## config.mk

```make
export PLATFORM = sky130hd
export DESIGN_NAME = prf_ram
export DESIGN_NICKNAME = d
export VERILOG_FILES = /design/src/rtl/core/prf_ram.sv
export SDC_FILE = /design/constraint.sdc
export NUM_CORES = 2
export LEC_CHECK = 0
export ABC_AREA = 0
export BUFFER_PORTS_ARGS = -buffer_cell sky130_fd_sc_hd__buf_2
export CAP_MARGIN = 10
export CORE_MARGIN = 2
export CORE_UTILIZATION = 30
export CTS_CLUSTER_DIAMETER = 120
export DETAILED_ROUTE_END_ITERATION = 8
export GPL_ROUTABILITY_DRIVEN = 0
export PLACE_DENSITY = 0.55
export SLEW_MARGIN = 0
export SYNTH_ARGS = -nofsm -noshare
export SYNTH_HDL_FRONTEND = slang
export SYNTH_SLANG_ARGS = --single-unit
```

## constraint.sdc

```tcl
create_clock -name clk -period 3.7 [get_ports clk]
set_input_delay 0.37 -clock clk [delete_from_list [all_inputs] [get_ports clk]]
set_output_delay 0.37 -clock clk [all_outputs]
set_load 0.02 [all_outputs]
```

## src/rtl/core/prf_ram.sv

```systemverilog
// Generic simple dual-port RAM: one write port, one registered read port.
// Standalone; no package dependency.
`default_nettype none
module prf_ram #(
    parameter int WIDTH = 32,
    parameter int DEPTH = 64,
    parameter int AW    = (DEPTH > 1) ? $clog2(DEPTH) : 1
) (
    input  wire logic             clk,
    input  wire logic             we,
    input  wire logic [AW-1:0]    waddr,
    input  wire logic [WIDTH-1:0] wdata,
    input  wire logic [AW-1:0]    raddr,
    output logic      [WIDTH-1:0] rdata
);

    logic [WIDTH-1:0] mem [DEPTH];

    // Write, then register the read
    always_ff @(posedge clk)
    begin
        if (we)
            mem[waddr] <= wdata;
        rdata <= mem[raddr];
    end

endmodule
`default_nettype wire

```

* Word level (Yosys, flattened, before mapping) *
Memories as Yosys holds them, arrays and structs flattened. A register that Yosys moved wholly into a read port is not among the register bits.
Index checks and enable logic that the tools add are counted.

word-level totals
  memories = 1
  output and inout port bits = 32
  register bits after elaboration = 0
  word-level logic and storage cells = 3
  bits in writable memories = 2048

memory list
  memory  words  bits a word  read ports  clocked after memory_dff  wr ports  RTL line  RTL
  mem     64     32           1           1                         1         17        logic [WIDTH-1:0] mem [DEPTH];

cells by class
  muxes and demuxes = 2

operator list
  cell               count
  1-bit two-way mux  2

* Longest topological paths before layout *
  depth after elaboration = 2
  gate-level depth with buffers = 10

* Worst setup path after synthesis *
OpenSTA, ideal clock, no wires.

  path kind = in2reg
  start point = input port waddr[3]
  end point = memory mem[48][0] (enable)
  buffers on the path = 1
  stages on the path = 4
  setup slack = 0.170 ns
  arrival = 3.069 ns
  path through = clkbuf_1 > nor2b_1 > nand4b_1 > nor3_1

RTL lines
  element             RTL line  RTL
  start: declaration  11        input wire logic [AW-1:0] waddr,
  end: declaration    17

Straight into the memory's write port.

==> results.yml <==
placed_design:
  placed_area_um2: 85100
  dp.cells: 6920
  pre_cts_ws_ps: 292
  hpwl_mm: 119
  portBuffers: 77
cells_and_area:
  finish.utilization_pct: 35.3
  syn_to_final_growth_pct: 16.7
  fin_nets: 3684
  layout-drive-gt1-share_pct: 30.7
  fin_cells: 7309
  fin_area_um2: 91600
  n_fill_cell: 23800
timing:
  rsz0062_at_grt: "no"
  fin_crit_sh_pct: 67.4
  worst_slack_ps: 1210
  skew_ps: 32.4
  tightest_slew_ps: 1210
  slew_headroom_pct: 19.0
  fmax_mhz: 401
  finalCriticalPeriod_ps: 2490
  finalHoldViolations: 0
  slew_violations: 0
  setup_viol: 0
  tns_ps: 0
  fin_hold_ws_ps: 58.5
min_path:
  min_path_cells: 1
  min_to: "mem[27][24]$_DFFE_PP_"
  min_path_type: "in -> reg"
  hp-start: "wdata[24]"
logic_synthesis:
  netlist_top_cells_count: "2,048 x edfxtp_1, 544 x mux4_2, 137 x nor2_1"
  synth.avg_cell_area_um2: 23.6
  synth_top_flop_cell: "edfxtp_1"
  post-synth-top-area-cell: "edfxtp_1"
  ys_seq_area_share_pct: 79.1
  yosys_warnings: 0
  netlist-cell-type-count: 34
  synthTopCellsByArea: "edfxtp_1 78%, mux4_2 16%, mux2i_1 1.2%"
  synth.top_cell.area_share_pct: 78.3
  synth_most_common_cell: "edfxtp_1"
  syn_inst: 3324
  synth_async_sr_flop_share_pct: 0
  synth_seq_cells: 2080
  syn_nets: 3370
  synth_area_um2: 78500
  synth_edf_count: 2048
cts:
  cts_tree: "done"
  cts-root-buf: "clkbuf_16"
  clock_path_buffers: 3
  cts_made_buffers: 209
  clock-sinks: 2080
  htree_levels: 4
  cts_setup_buffers: 0
  clock_latency_ps: 830
  clk_transition_reported_paths_ps: 60
critical_path:
  crit_arrival_ps: 3160
  reg2reg_from: "mem[11][11]$_DFFE_PP_"
  path_cells: "buf_8, buf_12, nand2b_1, o22ai_1, nor2_1, a21oi_1, nor2_1"
  crit_path_frequent_cell: "nor2_1"
  start_kind: "input pin"
  cpLargestDelayFamily: "compound AO/OA/AOI/OAI gates"
  required_ps: 4360
  max_stage_delay_ps: 620
  critPathSlowestCell: "a21oi_1"
  endpoint_kind: "flop"
  crit_type: "in -> reg"
  worstRegToRegCells: 4
  reg2reg_slack_ps: 1510
  crit_buf_inv: 2
  r2r-end: "rdata[11]$_DFF_P_"
  critPathMaxFanout: 53
floorplanning:
  initial_core_util_pct: 30.2
  pin_count: 78
  rows: 187
  die_y_um: 516
  die_width_um: 516
  die-area_um2: 266000
  coreArea_um2: 260000
power_and_ir_drop:
  ir_drop_v: 0.000347
  power.density_nw_per_um2: 533
  leakagePower_nw: 28.1
  finalPower_mw: 48.8
detailed_routing:
  totalWireLength_mm: 207
  via_count: 36800
  drt-initial-drc-count: 3893
  final_antenna_net_count: 0
  wire_per_inst_um: 28.3
  drc: 0
  routed_via_density: 5.03
  dr.pass1.iters: 5
global_route:
  antenna_found_initial: 25
  grt_pass1_vias: 37700
  grt_max_degree: 65
  grt_usage_pct: 15.5
  grt_pass1_wl_mm: 292
  gr-total-overflow: 0
run_status:
  outcome: "finished clean"
run:
  maxCapViolations: 0
## cells in the final DEF (no fill, tap or decap), types with 20 or more instances in the layout
cell type and count:
a21oi_1 62, buf_12 52, buf_2 73, buf_4 155, clkbuf_1 70, clkbuf_16 210
clkinv_1 37, clkinv_2 20, dfxtp_1 32, edfxtp_1 2048, mux2i_1 93, mux4_2 544
nand2_1 26, nor2_1 75, nor2_4 62, o221ai_1 27, o22ai_1 84
## what timing repair did
item | CTS | global route
endpoints found under the hold margin | 0 | 17
resized for setup | 0 | 0
hold buffers | 0 | 1
## final cells by class
class	count	area, um^2	area share (%)
antenna	8	20.0	0.0218
clock buffer	292	5680	6.20
clock inverter	86	811	0.885
multi-input combinational	1062	16000	17.4
sequential	2080	62100	67.8
tap	3496	4370	4.77
timing repair buffer	285	2640	2.88
## sequential cells by signal, indices dropped and copies added (netlist names)
signal and cells:
mem 2048, rdata 32
## kinds of logic (layout without fill, tap and decap cells)
family	Yosys count	in the layout	synth area share [%]
mux	637	637	16.8
buf+inv	182	663	1.13
flops	2080	2080	79.1
simple gates	223	223	1.27
compound gates	202	202	1.67
other cells	0	8	0
## power breakdown
part	internal, mW	switching (mW)	total (mW)	leakage (nW)
registers	26.1	0.132	26.2	18.7
clock network	11.3	8.80	20.1	3.15
logic	0.931	1.53	2.46	6.23
## worst max-delay path by stage
| stage | slack, ps | cells past startpoint | startpoint | endpoint |
|---|---|---|---|---|
| 2_1_floorplan | 170 | 4 | waddr[3] | mem[48][0]$_DFFE_PP_ |
| 3_3_place_gp | 270 | 7 | raddr[0] | rdata[11]$_DFF_P_ |
| 3_5_place_dp | 290 | 7 | raddr[0] | rdata[11]$_DFF_P_ |
| 4_1_cts | 1170 | 7 | raddr[0] | rdata[11]$_DFF_P_ |
| 5_1_grt | 1180 | 7 | raddr[0] | rdata[11]$_DFF_P_ |
| 6_report | 1210 | 7 | raddr[1] | rdata[31]$_DFF_P_ |
## layer usage
layer | vias to the layer above | GRT usage (%) | share of wire (%)
met5 | - | 0 | 0.013
met3 | 272 | 2.42 | 6.0
li1 | 14900 | - | -
met2 | 1208 | 25.2 | 49
met1 | 20400 | 21.6 | 43
met4 | 4 | 3.81 | 2.0
No activity file was read; power rests on OpenSTA's default activity.
