### src/rtl/core/prf_pkg.sv
// Shared types, constants and helper functions for the repulsive force block.
// Used by pairwise_repulsive_force and prf_div under rtl/core; depends on nothing.
`default_nettype none
package prf_pkg;

    // Default node capacity
    localparam int DEF_MAX_NODES = 64;

    // Reset value of the strength register: 1.0 in Q16.16
    localparam logic [31:0] K_RESET = 32'd65536;

    // Squared distance below 1e-6 (Q32.32 raw) counts as coincident
    localparam logic [63:0] NEAR_THRESH = 64'd4295;
    // Substitute squared distance of 1.0 (Q32.32)
    localparam logic [63:0] ONE_Q32 = 64'h0000_0001_0000_0000;
    // Substitute delta magnitude of 0.01 (Q16.16)
    localparam logic signed [32:0] NEAR_DELTA = 33'sd655;
    // Largest term magnitude
    localparam logic [63:0] QCAP = 64'h7FFF_FFFF_FFFF_FFFF;

    // Dividend width: 64-bit product shifted up by 16
    localparam int NUM_W = 80;

    typedef struct packed {
        logic signed [31:0] pos_x;
        logic signed [31:0] pos_y;
        logic               last_node;
    } node_in_t;

    typedef struct packed {
        logic [5:0]         node_index;
        logic signed [31:0] force_x;
        logic signed [31:0] force_y;
        logic               last_result;
    } force_out_t;

    typedef enum logic [3:0] {
        S_IDLE,
        S_RD_I,
        S_LD_I,
        S_NEXT_J,
        S_LD_J,
        S_SQX,
        S_SQY,
        S_SUM,
        S_MULX,
        S_DIVX,
        S_WAITX,
        S_MULY,
        S_DIVY,
        S_WAITY,
        S_EMIT
    } prf_state_t;

    // Saturating signed 64-bit add
    function automatic logic signed [63:0] sat_add64(input logic signed [63:0] a,
                                                     input logic signed [63:0] b);
        logic signed [64:0] s;
        s = {a[63], a} + {b[63], b};
        if (s[64] != s[63])
            return s[64] ? {1'b1, 63'b0} : {1'b0, {63{1'b1}}};
        return s[63:0];
    endfunction

    // Clamp signed 64-bit value to the signed 32-bit range
    function automatic logic signed [31:0] sat32(input logic signed [63:0] v);
        if (v > 64'sd2147483647)
            return 32'sh7FFF_FFFF;
        if (v < -64'sd2147483648)
            return 32'sh8000_0000;
        return v[31:0];
    endfunction

endpackage
`default_nettype wire

### src/rtl/core/prf_div.sv
// Bit-serial restoring divider: floor(num * 2^16 / den), saturated to 2^63 - 1.
// One quotient bit per cycle; depends on prf_pkg.
`default_nettype none
module prf_div (
    input  wire logic        clk,
    input  wire logic        rst_n,
    input  wire logic        start,
    input  wire logic [63:0] num,
    input  wire logic [63:0] den,
    output logic             done,
    output logic [63:0]      quot
);
    import prf_pkg::*;

    logic                 run_reg,  run_next;
    logic                 done_reg, done_next;
    logic [6:0]           cnt_reg,  cnt_next;
    logic [NUM_W-1:0]     nsh_reg,  nsh_next;
    logic [63:0]          r_reg,    r_next;
    logic [63:0]          q_reg,    q_next;
    logic [63:0]          den_reg,  den_next;
    logic                 ovf_reg,  ovf_next;

    logic [64:0] r_shift;
    logic [64:0] r_diff;
    logic        ge;

    // One restoring step
    always_comb
    begin
        r_shift = {r_reg, nsh_reg[NUM_W-1]};
        ge      = (r_shift >= {1'b0, den_reg});
        r_diff  = r_shift - {1'b0, den_reg};
    end

    // Sequence the steps
    always_comb
    begin
        run_next  = run_reg;
        done_next = 1'b0;
        cnt_next  = cnt_reg;
        nsh_next  = nsh_reg;
        r_next    = r_reg;
        q_next    = q_reg;
        den_next  = den_reg;
        ovf_next  = ovf_reg;
        if (start)
        begin
            run_next = 1'b1;
            cnt_next = 7'(NUM_W - 1);
            nsh_next = {num, 16'b0};
            r_next   = '0;
            q_next   = '0;
            den_next = den;
            ovf_next = 1'b0;
        end
        else if (run_reg)
        begin
            nsh_next = {nsh_reg[NUM_W-2:0], 1'b0};
            r_next   = ge ? r_diff[63:0] : r_shift[63:0];
            q_next   = {q_reg[62:0], ge};
            ovf_next = ovf_reg | q_reg[63];
            cnt_next = cnt_reg - 7'd1;
            if (cnt_reg == 7'd0)
            begin
                run_next  = 1'b0;
                done_next = 1'b1;
            end
        end
    end

    always_ff @(posedge clk or negedge rst_n)
    begin
        if (!rst_n)
        begin
            run_reg  <= 1'b0;
            done_reg <= 1'b0;
            cnt_reg  <= '0;
        end
        else
        begin
            run_reg  <= run_next;
            done_reg <= done_next;
            cnt_reg  <= cnt_next;
        end
    end

    // Hold datapath values
    always_ff @(posedge clk)
    begin
        nsh_reg <= nsh_next;
        r_reg   <= r_next;
        q_reg   <= q_next;
        den_reg <= den_next;
        ovf_reg <= ovf_next;
    end

    assign done = done_reg;
    assign quot = (ovf_reg || q_reg[63]) ? QCAP : q_reg;

endmodule
`default_nettype wire

### config.mk
export PLATFORM = sky130hd
export DESIGN_NAME = prf_div
export DESIGN_NICKNAME = d
export VERILOG_FILES = /design/src/rtl/core/prf_pkg.sv /design/src/rtl/core/prf_div.sv
export SDC_FILE = /design/constraint.sdc
export NUM_CORES = 1
export LEC_CHECK = 0
export BUFFER_PORTS_ARGS = -buffer_cell sky130_fd_sc_hd__buf_2
export CELL_PAD_IN_SITES_DETAIL_PLACEMENT = 1
export CELL_PAD_IN_SITES_GLOBAL_PLACEMENT = 1
export CORE_MARGIN = 4
export CORE_UTILIZATION = 49
export CTS_CLUSTER_SIZE = 24
export DETAILED_ROUTE_END_ITERATION = 12
export PLACE_DENSITY = 0.88
export SYNTH_ARGS = -nofsm -noshare
export SYNTH_HDL_FRONTEND = slang
export SYNTH_SLANG_ARGS = --single-unit
### constraint.sdc
create_clock -name clk -period 8.5 [get_ports clk]
set_input_delay 1.275 -clock clk [delete_from_list [all_inputs] [get_ports clk]]
set_output_delay 1.275 -clock clk [all_outputs]
set_load 0.05 [all_outputs]
; ---- Word level (Yosys, flattened, before mapping)
; Cells that the tools add are included.
[word_totals]
word_cells = 27
out_inout_bits = 65
reg_bits = 266
in_bits = 131
[classes]
add_sub_neg = 2
reduce_logical = 3
n_lt_le_gt_ge = 1
bitwise_logic = 1
mux = 12
[op_table]
columns = operator, count
row1 = $mux 80, 2
row2 = $mux 64, 2
row3 = $ge 65x64->1, 1
row4 = $sub 64x64->64, 1
row5 = $mux 7, 2
row6 = $logic_not 7->1, 1
row7 = $sub 7x1->7 const B, 1
row8 = $mux 1, 6
row9 = $reduce_bool 2->1, 1
row10 = $logic_or 1x1->1, 1
row11 = $or 1x1->1, 1

; ---- Depth between registers and ports, before layout
; Gate-level depths: netlist of run 1.
[depth]
depth_word = 4
depth_mapped = 16
mapped_depth_nobuf = 14

; ---- Worst setup path after synthesis of run 1
; Ideal clock, no wire load.
[synth_timing]
kind = input to register
from = input port start
to = register nsh_reg[16] (enable)
t_arrival_ns = 2.887
setup_time_ns = 0.418
setup_slack_ns = 5.195
t_required_ns = 8.082
path_buffers = 1
cell_stages = 3
cell_sequence = clkbuf_1 -> nor2_1 -> inv_1
[synth_between]
elab_chain_cells = 1
[synth_rtl]
columns = item, line_no
row1 = from (decl), prf_div.sv:7  ; input wire logic start,
row2 = $reduce_bool 2->1 (no source line), n/a
row3 = to (signal assigned), prf_div.sv:91  ; nsh_reg <= nsh_next;
row4 = to (decl), prf_div.sv:18  ; logic [NUM_W-1:0] nsh_reg, nsh_next;
; Every way passes these cells.
; A chain may end at the register's enable or synchronous reset.

; ---- Worst setup path after layout of run 1
[layout_timing]
from = register den_reg[1]
to = register r_reg[63]
[layout_between]
elab_chain_cells = 2
word_cells_on_any_way = 3
cone_classes = add/sub (1) / order compare (1) / mux (1)
[layout_rtl]
columns = item, line_no
row1 = from (decl), prf_div.sv:21  ; logic [63:0] den_reg, den_next;
row2 = from (signal assigned), prf_div.sv:94  ; den_reg <= den_next;
row3 = $sub 64x64->64 or $ge 65x64->1 (tied branches), "prf_div.sv:33, prf_div.sv:32"
row4 = $mux 64 (*), prf_div.sv:60  ; r_next = ge ? r_diff[63:0] : r_shift[63:0];
row5 = to (signal assigned), prf_div.sv:92  ; r_reg <= r_next;
row6 = to (decl), prf_div.sv:19  ; logic [63:0] r_reg, r_next;
; Every way passes the cells marked *; elsewhere a longest branch is shown, timed or not.

==> insert_results.sql, run 1 <==
INSERT INTO impl_metrics (metric_group, metric, value, unit) VALUES
('synth', 'synth-warning-count', '0', ''),
('pwr', 'ir_drop', '0.0001869', 'V'),
('synth', 'syn_nets', '1704', ''),
('synth', 'post_synth_fa_ha_maj_area_fraction', '5.783', '%'),
('synth', 'synth_top_family_by_area', 'simple AND/OR/NAND/NOR gates', ''),
('global_route', 'antenna_found_initial', '15', ''),
('sta', 'final.min_clock_period', '4421', 'ps'),
('critical_path', 'crit_path_max_incr_delay', '1110', 'ps'),
('critical_path', 'critical_path.max_fanout', '38', ''),
('worst_hold_path', 'min-delay-path-class', 'reg2reg', ''),
('clocking', 'cts-hold-fix-buffers', '0', ''),
('critical_path', 'critical_path.startpoint_type', 'register', ''),
('die', 'initial_core_util', '50.28', '%'),
('cells_and_area', 'finish.net_count', '1843', ''),
('placed_design', 'placement.io_buffers', '194', ''),
('global_route', 'first_global_vias', '12730', ''),
('sta', 'finalSetupTns', '0', 'ps'),
('sta', 'slew_headroom', '15.38', '%'),
('synth', 'synth_top_area_share', '26.28', '%'),
('critical_path', 'critical_path_buf_inv_count', '2', ''),
('sta', 'finalHoldViolations', '0', ''),
('clocking', 'clockBufferDepth', '3', ''),
('critical_path', 'timing.critical_path.slowest_stage_cell', 'a311oi_4', ''),
('die', 'dieWidth', '180.8', 'um'),
('die', 'design.portCount', '196', ''),
('synth', 'synth-compound-area-share', '15.32', '%'),
('clocking', 'cts.htree.levels', '1', ''),
('die', 'die_area', '32680', 'um^2'),
('synth', 'synth.top_cells.by_area', 'edfxtp_1 26%, dfxtp_1 18%, ha_1 5.6%', ''),
('routing', 'route.detailed.wl_per_inst', '19.91', 'um'),
('sta', 'final-setup-viol-count', '0', ''),
('clocking', 'cts_sinks', '266', ''),
('synth', 'synth_seq_area_share', '45.48', '%'),
('pwr', 'internal_power_component', '3015', 'uW'),
('placed_design', 'hpwl', '28220', 'um'),
('cells_and_area', 'area.growth.synth_to_final', '14.29', '%'),
('global_route', 'grt_start_max_net_pins', '117', ''),
('critical_path', 'timing.critical_path.max_delay_family', 'compound AO/OA/AOI/OAI gates', ''),
('pwr', 'power.net_switching', '1890', 'uW'),
('die', 'num_rows', '62', ''),
('global_route', 'grt_pass1_wl', '66850', 'um'),
('sta', 'fmax', '0.2262', 'GHz'),
('critical_path', 'worst-setup-path-type', 'reg2reg', ''),
('clocking', 'clock_tree_from_tritoncts', 'yes', ''),
('clocking', 'clock_latency', '580', 'ps'),
('synth', 'synth_seq_cells', '266', ''),
('synth', 'synth-main-ff-cell', 'dfxtp_1', ''),
('pwr', 'p_comb_share', '40.0', '%'),
('pwr', 'share_clk_of_total_power', '25.7', '%'),
('pwr', 'swShare', '38.54', '%'),
('placed_design', 'numPlacedInstances', '1997', ''),
('sta', 'tightestPinTransition', '1269', 'ps'),
('run_status', 'run_status', 'finished clean', ''),
('critical_path', 'req_time_crit_path', '8950', 'ps'),
('routing', 'via_count', '11790', ''),
('synth', 'synth_async_sr_flop_share', '3.383', '%'),
('sta', 'timing_max_transition_violations_final', '0', ''),
('routing', 'drc_violations', '0', ''),
('routing', 'routed_vias_inst', '5.733', ''),
('critical_path', 'crit_path_cell_trace', 'inv_1 > ha_1 > nor2b_1 > o21bai_1 > a211oi_2 > o21ai_1 > a21oi_2 > o211ai_2 > nand2_1 > a311oi_4 > buf_4 > or4b_1 > mux2i_1 > a2111oi_2', ''),
('synth', 'number_of_instances_in_the_synthesized_netlist', '1506', ''),
('job', 'drv.max_cap_violation_count', '0', ''),
('routing', 'drtIter0Drc', '573', ''),
('global_route', 'overflow', '0', ''),
('synth', 'yosysUniqueCellTypes', '79', ''),
('die', 'die_height', '180.8', 'um'),
('pwr', 'share_seq_of_total_power', '34.3', '%'),
('critical_path', 'crit_path_end_kind', 'register', ''),
('routing', 'route.antenna.remaining_nets', '0', ''),
('placed_design', 'detailed_place.area', '15750', 'um^2'),
('die', 'coreArea', '29090', 'um^2');
==> area by class of cell <==
class | count | area (um^2)
clock inverter | 11 | 105.1
timing repair buffer | 203 | 1049
inverter | 82 | 307.8
tap | 384 | 480.5
multi-input combinational | 1062 | 7257
antenna | 4 | 10.01
clock buffer | 45 | 850.8
fill | 3294 | 12380
sequential | 266 | 6655
==> stage by stage <==
stage / power [uW] / setup WS (ps) / util, %
floorplan: 3162 / 5195 / -
global placement: 3547 / 4267 / 54.14
detailed placement: 3637 / 4120 / 54.14
CTS: 4927 / 3979 / 57.42
global route: 5225 / 3631 / 57.46
finish: 4905 / 4079 / 57.46
==> power groups by stage <==
stage / logic [uW] / clock network [uW] / registers (uW)
after floorplan: 1500 / 0 / 1660
after global placement: 1860 / 0 / 1690
after detailed placement: 1930 / 0 / 1700
after CTS: 1960 / 1290 / 1680
after global routing: 2170 / 1340 / 1710
final: 1960 / 1260 / 1680
==> worst min-delay path: cells and delay by family, from the launching register on <==
family	cells	cell delay (ps)
compound gates	1	80
simple gates	1	60
flops	1	320
==> logic make-up (layout without fill, tap and decap cells) <==
kind of cell    count (synthesis)  count (layout)
flops                         266             266
fa+ha+maj                      67              67
mux                           130             130
compound gates                320             320
simple gates                  482             482
other cells                     1               5
xor+xnor                       62              62
buf+inv                       178             341
==> per-layer routing <==
layer	part of all wire (%)	track usage, %
met1	42	30.20
met2	49	42.73
met3	6.0	6.214
met4	2.3	5.717
met5	0.30	0
==> worst paths after layout <==
path	from	endpoint	cells after the start	slack [ps]
min in group asynchronous	rst_n	cnt_reg[4]$_DFFE_PN0P_	1	530
worst max-delay path	den_reg[1]$_DFFE_PP_	r_reg[63]$_SDFFE_PP0P_	14	4080
worst min-delay path	r_reg[12]$_SDFFE_PP0P_	r_reg[13]$_SDFFE_PP0P_	2	490
worst min register to register	r_reg[12]$_SDFFE_PP0P_	r_reg[13]$_SDFFE_PP0P_	2	490
max in group asynchronous	rst_n	run_reg$_DFF_PN0_	1	7760
worst max register to register	den_reg[1]$_DFFE_PP_	r_reg[63]$_SDFFE_PP0P_	14	4080
==> placed cells by master, fill, tap and decap left out, types with 43 or more instances in the layout <==
cell      Yosys  routed
nor2_1      167     167
a21oi_1      83      83
edfxtp_1    128     128
dfxtp_1     129     129
inv_1        82      81
ha_1         66      66
nand2_1     146     146
buf_2        19     193
a311oi_1     43      43
o21ai_0      44      44
mux2i_1      67      67
or3_1        63      63
mux2_2       63      63
(Power assumes the default switching activity.)
==> run 2: changes to the inputs <==
--- a/config.mk
+++ b/config.mk
@@ -5,14 +5,15 @@
 export SDC_FILE = /design/constraint.sdc
 export NUM_CORES = 1
 export LEC_CHECK = 0
+export ABC_AREA = 1
 export BUFFER_PORTS_ARGS = -buffer_cell sky130_fd_sc_hd__buf_2
 export CELL_PAD_IN_SITES_DETAIL_PLACEMENT = 1
 export CELL_PAD_IN_SITES_GLOBAL_PLACEMENT = 1
 export CORE_MARGIN = 4
-export CORE_UTILIZATION = 49
+export CORE_UTILIZATION = 38
 export CTS_CLUSTER_SIZE = 24
 export DETAILED_ROUTE_END_ITERATION = 12
-export PLACE_DENSITY = 0.88
+export PLACE_DENSITY = 0.79
 export SYNTH_ARGS = -nofsm -noshare
 export SYNTH_HDL_FRONTEND = slang
 export SYNTH_SLANG_ARGS = --single-unit
==> constraint.sdc (replaced) <==
create_clock -name clk -period 4 [get_ports clk]
set_input_delay 0.6 -clock clk [delete_from_list [all_inputs] [get_ports clk]]
set_output_delay 0.6 -clock clk [all_outputs]
set_load 0.05 [all_outputs]
==> run 2 against run 1 <==
  * Clock power rose by 120%
  * Die area rose by 41%
  * Combinational power rose to 2.9 times the previous value
  * Maximum frequency rose by 34%
  * Sequential share of layout area fell by 4.3 points
  * Largest power group unchanged
==> insert_results.sql, run 2 <==
INSERT INTO impl_metrics (metric_group, metric, value, unit) VALUES
('critical_path', 'crit_path_end_kind', 'register', ''),
('sta', 'rsz0062_at_grt', 'false', ''),
('clocking', 'worst_setup_hold_path_clk_slew', '60', 'ps'),
('pwr', 'power_density', '645.1', 'nW/um^2'),
('clocking', 'cts_resized', '0', ''),
('synth', 'synth-main-ff-cell', 'dfxtp_1', ''),
('clocking', 'cts-buffers-inserted', '31', ''),
('die', 'design.portCount', '196', ''),
('sta', 'slew_headroom', '25.92', '%'),
('clocking', 'cts.htree.levels', '1', ''),
('die', 'die_area', '46150', 'um^2'),
('synth', 'yosysTopAreaCell', 'edfxtp_1', ''),
('sta', 'finalSetupTns', '0', 'ps'),
('routing', 'first_pass_iters', '4', ''),
('clocking', 'clockBufferDepth', '3', ''),
('cells_and_area', 'multi_input_area', '7621', 'um^2'),
('sta', 'timing.final.crit_share', '82.21', '%'),
('clocking', 'clock_latency', '610', 'ps'),
('clocking', 'cts_root_buf', 'clkbuf_16', ''),
('worst_hold_path', 'min-delay-path-class', 'in2reg', ''),
('sta', 'final.min_clock_period', '3288', 'ps'),
('critical_path', 'cp_data_arrival_time', '3800', 'ps'),
('job', 'drv.max_cap_violation_count', '0', ''),
('global_route', 'gr-usage-met2', '39.42', '%'),
('critical_path', 'timing.critical_path.slowest_stage_cell', 'inv_2', ''),
('synth', 'number_of_instances_in_the_synthesized_netlist', '2432', ''),
('die', 'initial_core_util', '38.58', '%'),
('sta', 'tightestPinTransition', '1111', 'ps'),
('sta', 'final-setup-viol-count', '0', ''),
('critical_path', 'critical_path_buf_inv_count', '3', ''),
('sta', 'timing_max_transition_violations_final', '0', ''),
('sta', 'finalHoldViolations', '0', ''),
('worst_hold_path', 'worst_hold_startpoint', 'den[53]', ''),
('global_route', 'first_global_vias', '16600', ''),
('cells_and_area', 'fill_cells', '5555', ''),
('pwr', 'ir_drop', '0.0003586', 'V'),
('global_route', 'grt_start_max_net_pins', '71', ''),
('cells_and_area', 'seq_area', '6653', 'um^2'),
('placed_design', 'numPlacedInstances', '3106', ''),
('clocking', 'cts-hold-fix-buffers', '1', ''),
('routing', 'route.detailed.wl_per_inst', '17.17', 'um'),
('synth', 'synth_top_area_share', '23.65', '%'),
('critical_path', 'critical_path.max_fanout', '34', ''),
('cells_and_area', 'mostFrequentLayoutCells', '912 x nand2_1, 432 x inv_1, 243 x nor2_1', ''),
('critical_path', 'crit_start', 'den_reg[27]$_DFFE_PP_', ''),
('synth', 'synth_area_per_cell', '6.684', 'um^2'),
('routing', 'drtIter0Drc', '777', ''),
('cells_and_area', 'finish.net_count', '2799', ''),
('global_route', 'overflow', '0', ''),
('cells_and_area', 'area.growth.synth_to_final', '15.36', '%'),
('placed_design', 'placement.io_buffers', '194', ''),
('synth', 'synth_seq_area_share', '40.92', '%'),
('global_route', 'grt_util_met1', '30.03', '%'),
('sta', 'clock_skew', '28.38', 'ps'),
('critical_path', 'critical_path_most_common_cell', 'a21oi_1', ''),
('routing', 'drc_violations', '0', ''),
('synth', 'synth_async_sr_flop_share', '3.383', '%'),
('critical_path', 'crit_path_max_incr_delay', '550', 'ps'),
('routing', 'drt_wl_total', '54400', 'um'),
('synth', 'synth-warning-count', '0', ''),
('placed_design', 'hpwl', '41910', 'um'),
('global_route', 'grt-busiest-layer', 'met2', ''),
('global_route', 'grt_pass1_wl', '87390', 'um'),
('pwr', 'p_leak', '0.01014', 'uW'),
('cells_and_area', 'stdcell_count', '3168', ''),
('synth', 'synth.top_cells.by_area', 'edfxtp_1 24%, nand2_1 21%, dfxtp_1 16%', ''),
('routing', 'via_count', '15670', ''),
('synth', 'synth_seq_cells', '266', ''),
('synth', 'post-synth-top-count-cell', 'nand2_1', ''),
('cells_and_area', 'final_common_cell', 'nand2_1', ''),
('synth', 'syn_nets', '2630', ''),
('die', 'dieWidth', '214.8', 'um'),
('critical_path', 'req_time_crit_path', '4510', 'ps'),
('clocking', 'cts_sinks', '266', ''),
('routing', 'routed_vias_inst', '4.947', ''),
('synth', 'netlist_area', '16250', 'um^2'),
('sta', 'fmax', '0.3041', 'GHz'),
('critical_path', 'worst-setup-path-type', 'reg2reg', ''),
('critical_path', 'worstReg2RegStart', 'den_reg[27]$_DFFE_PP_', ''),
('critical_path', 'critical_path.startpoint_type', 'register', ''),
('routing', 'route.antenna.remaining_nets', '0', ''),
('cells_and_area', 'final_layout_size_suffix_gt1_share', '11.20', '%'),
('die', 'coreArea', '42130', 'um^2'),
('global_route', 'grt_util_all_layers', '23.02', '%'),
('synth', 'synth_enable_flop_cells', '128', ''),
('clocking', 'buffers_inserted_during_post_cts_setup_optimization', '0', ''),
('run_status', 'run_status', 'finished clean', ''),
('die', 'num_rows', '75', ''),
('global_route', 'antenna_found_initial', '12', ''),
('clocking', 'clock_tree_from_tritoncts', 'yes', ''),
('critical_path', 'timing.critical_path.max_delay_family', 'compound AO/OA/AOI/OAI gates', ''),
('critical_path', 'crit_path_cell_trace', 'inv_1 > ha_1 > nand2_1 > inv_1 > a21oi_1 > o21bai_1 > a21oi_1 > nand2_2 > nand2_2 > nand2_4 > inv_2 > nand3_1 > a21oi_1', ''),
('placed_design', 'gp_congestion', '0.9165', ''),
('synth', 'leading_post_synthesis_cells_by_instance_count', '912 x nand2_1, 433 x inv_1, 245 x nor2_1', ''),
('global_route', 'grt_use_met3', '4.350', '%'),
('die', 'die_height', '214.8', 'um'),
('synth', 'yosysUniqueCellTypes', '42', '');
==> run 2: cell count changes in the layout (fill, tap and decap cells not counted), moves of 16 or more <==
cell | previous run | this run
nor2_1 | 167 | 243
nor2b_1 | 16 | 0
a21o_1 | 37 | 4
xnor2_1 | 36 | 0
nand3_1 | 16 | 109
o22ai_1 | 2 | 62
mux2_2 | 63 | 0
a311oi_1 | 43 | 0
inv_1 | 81 | 432
or3_1 | 63 | 0
nand2_1 | 146 | 912
mux2i_1 | 67 | 0
xor2_1 | 26 | 0
==> run 2: worst register-to-register path, stage by stage (launching register included) <==
cell and delay (ps):
edfxtp_1 370, inv_1 80, ha_1 270, nand2_1 160
inv_1 60, a21oi_1 300, o21bai_1 180, a21oi_1 230
nand2_2 130, nand2_2 350, nand2_4 110, inv_2 550
nand3_1 210, a21oi_1 200
==> run 2: cell type report <==
cell class              instances  area share (%)
inverters                     445           8.921
well taps                     539           3.596
clock buffers                  39           4.684
flip-flops and latches        266           35.48
diodes                          3         0.04003
repair buffers                206           5.838
multi-input cells            1651           40.64
clock inverters                19          0.8007
==> run 2: report_power, final <==
part	leakage, uW	internal, uW	switching [uW]
clock	0.000512	1630	1200
sequential	0.00248	3300	307
combinational	0.00715	1760	3900
total	0.0101	6690	5410
==> run 2: path summary, 6_finish.rpt <==
check | endpoint | depth (start not counted) | slack, ps
worst max register to register | r_reg[11]$_SDFFE_PP0P_ | 13 | 710
worst min-delay path | den_reg[53]$_DFFE_PP_ | 1 | 170
max in group asynchronous | cnt_reg[6]$_DFFE_PN0P_ | 2 | 3390
worst min register to register | r_reg[61]$_SDFFE_PP0P_ | 2 | 480
worst max-delay path | r_reg[11]$_SDFFE_PP0P_ | 13 | 710
min in group asynchronous | run_reg$_DFF_PN0_ | 2 | 400
==> run 2: cell families (layout without fill, tap and decap cells) <==
kind of cell | Yosys count | count (layout) | synth area share, %
compound gates | 248 | 248 | 8.706
fa+ha+maj | 67 | 67 | 5.204
buf+inv | 515 | 709 | 12.25
flops | 266 | 266 | 40.92
other cells | 1 | 4 | 0.02307
simple gates | 1335 | 1335 | 32.89
==> run 2: metrics by stage <==
step                      setup slack, ps  total power, uW  hold WS (ps)  util (%)  cell area [um^2]
after floorplan                     525.9             7594         304.4         -             16250
after global routing                433.7            13130         138.3     44.49             18750
after global placement              761.9             9150         460.7     42.02             17710
final                               711.7            12100         166.0     44.50             18750
after detailed placement            670.2             9303         468.2     42.02             17710
after CTS                           616.0            12220         129.4     44.49             18740
==> run 2: metal layers <==
layer	vias up	share of wire, %
li1	7889	-
met1	7382	46
met2	295	46
met3	89	5.2
met4	16	2.8
met5	-	0.18
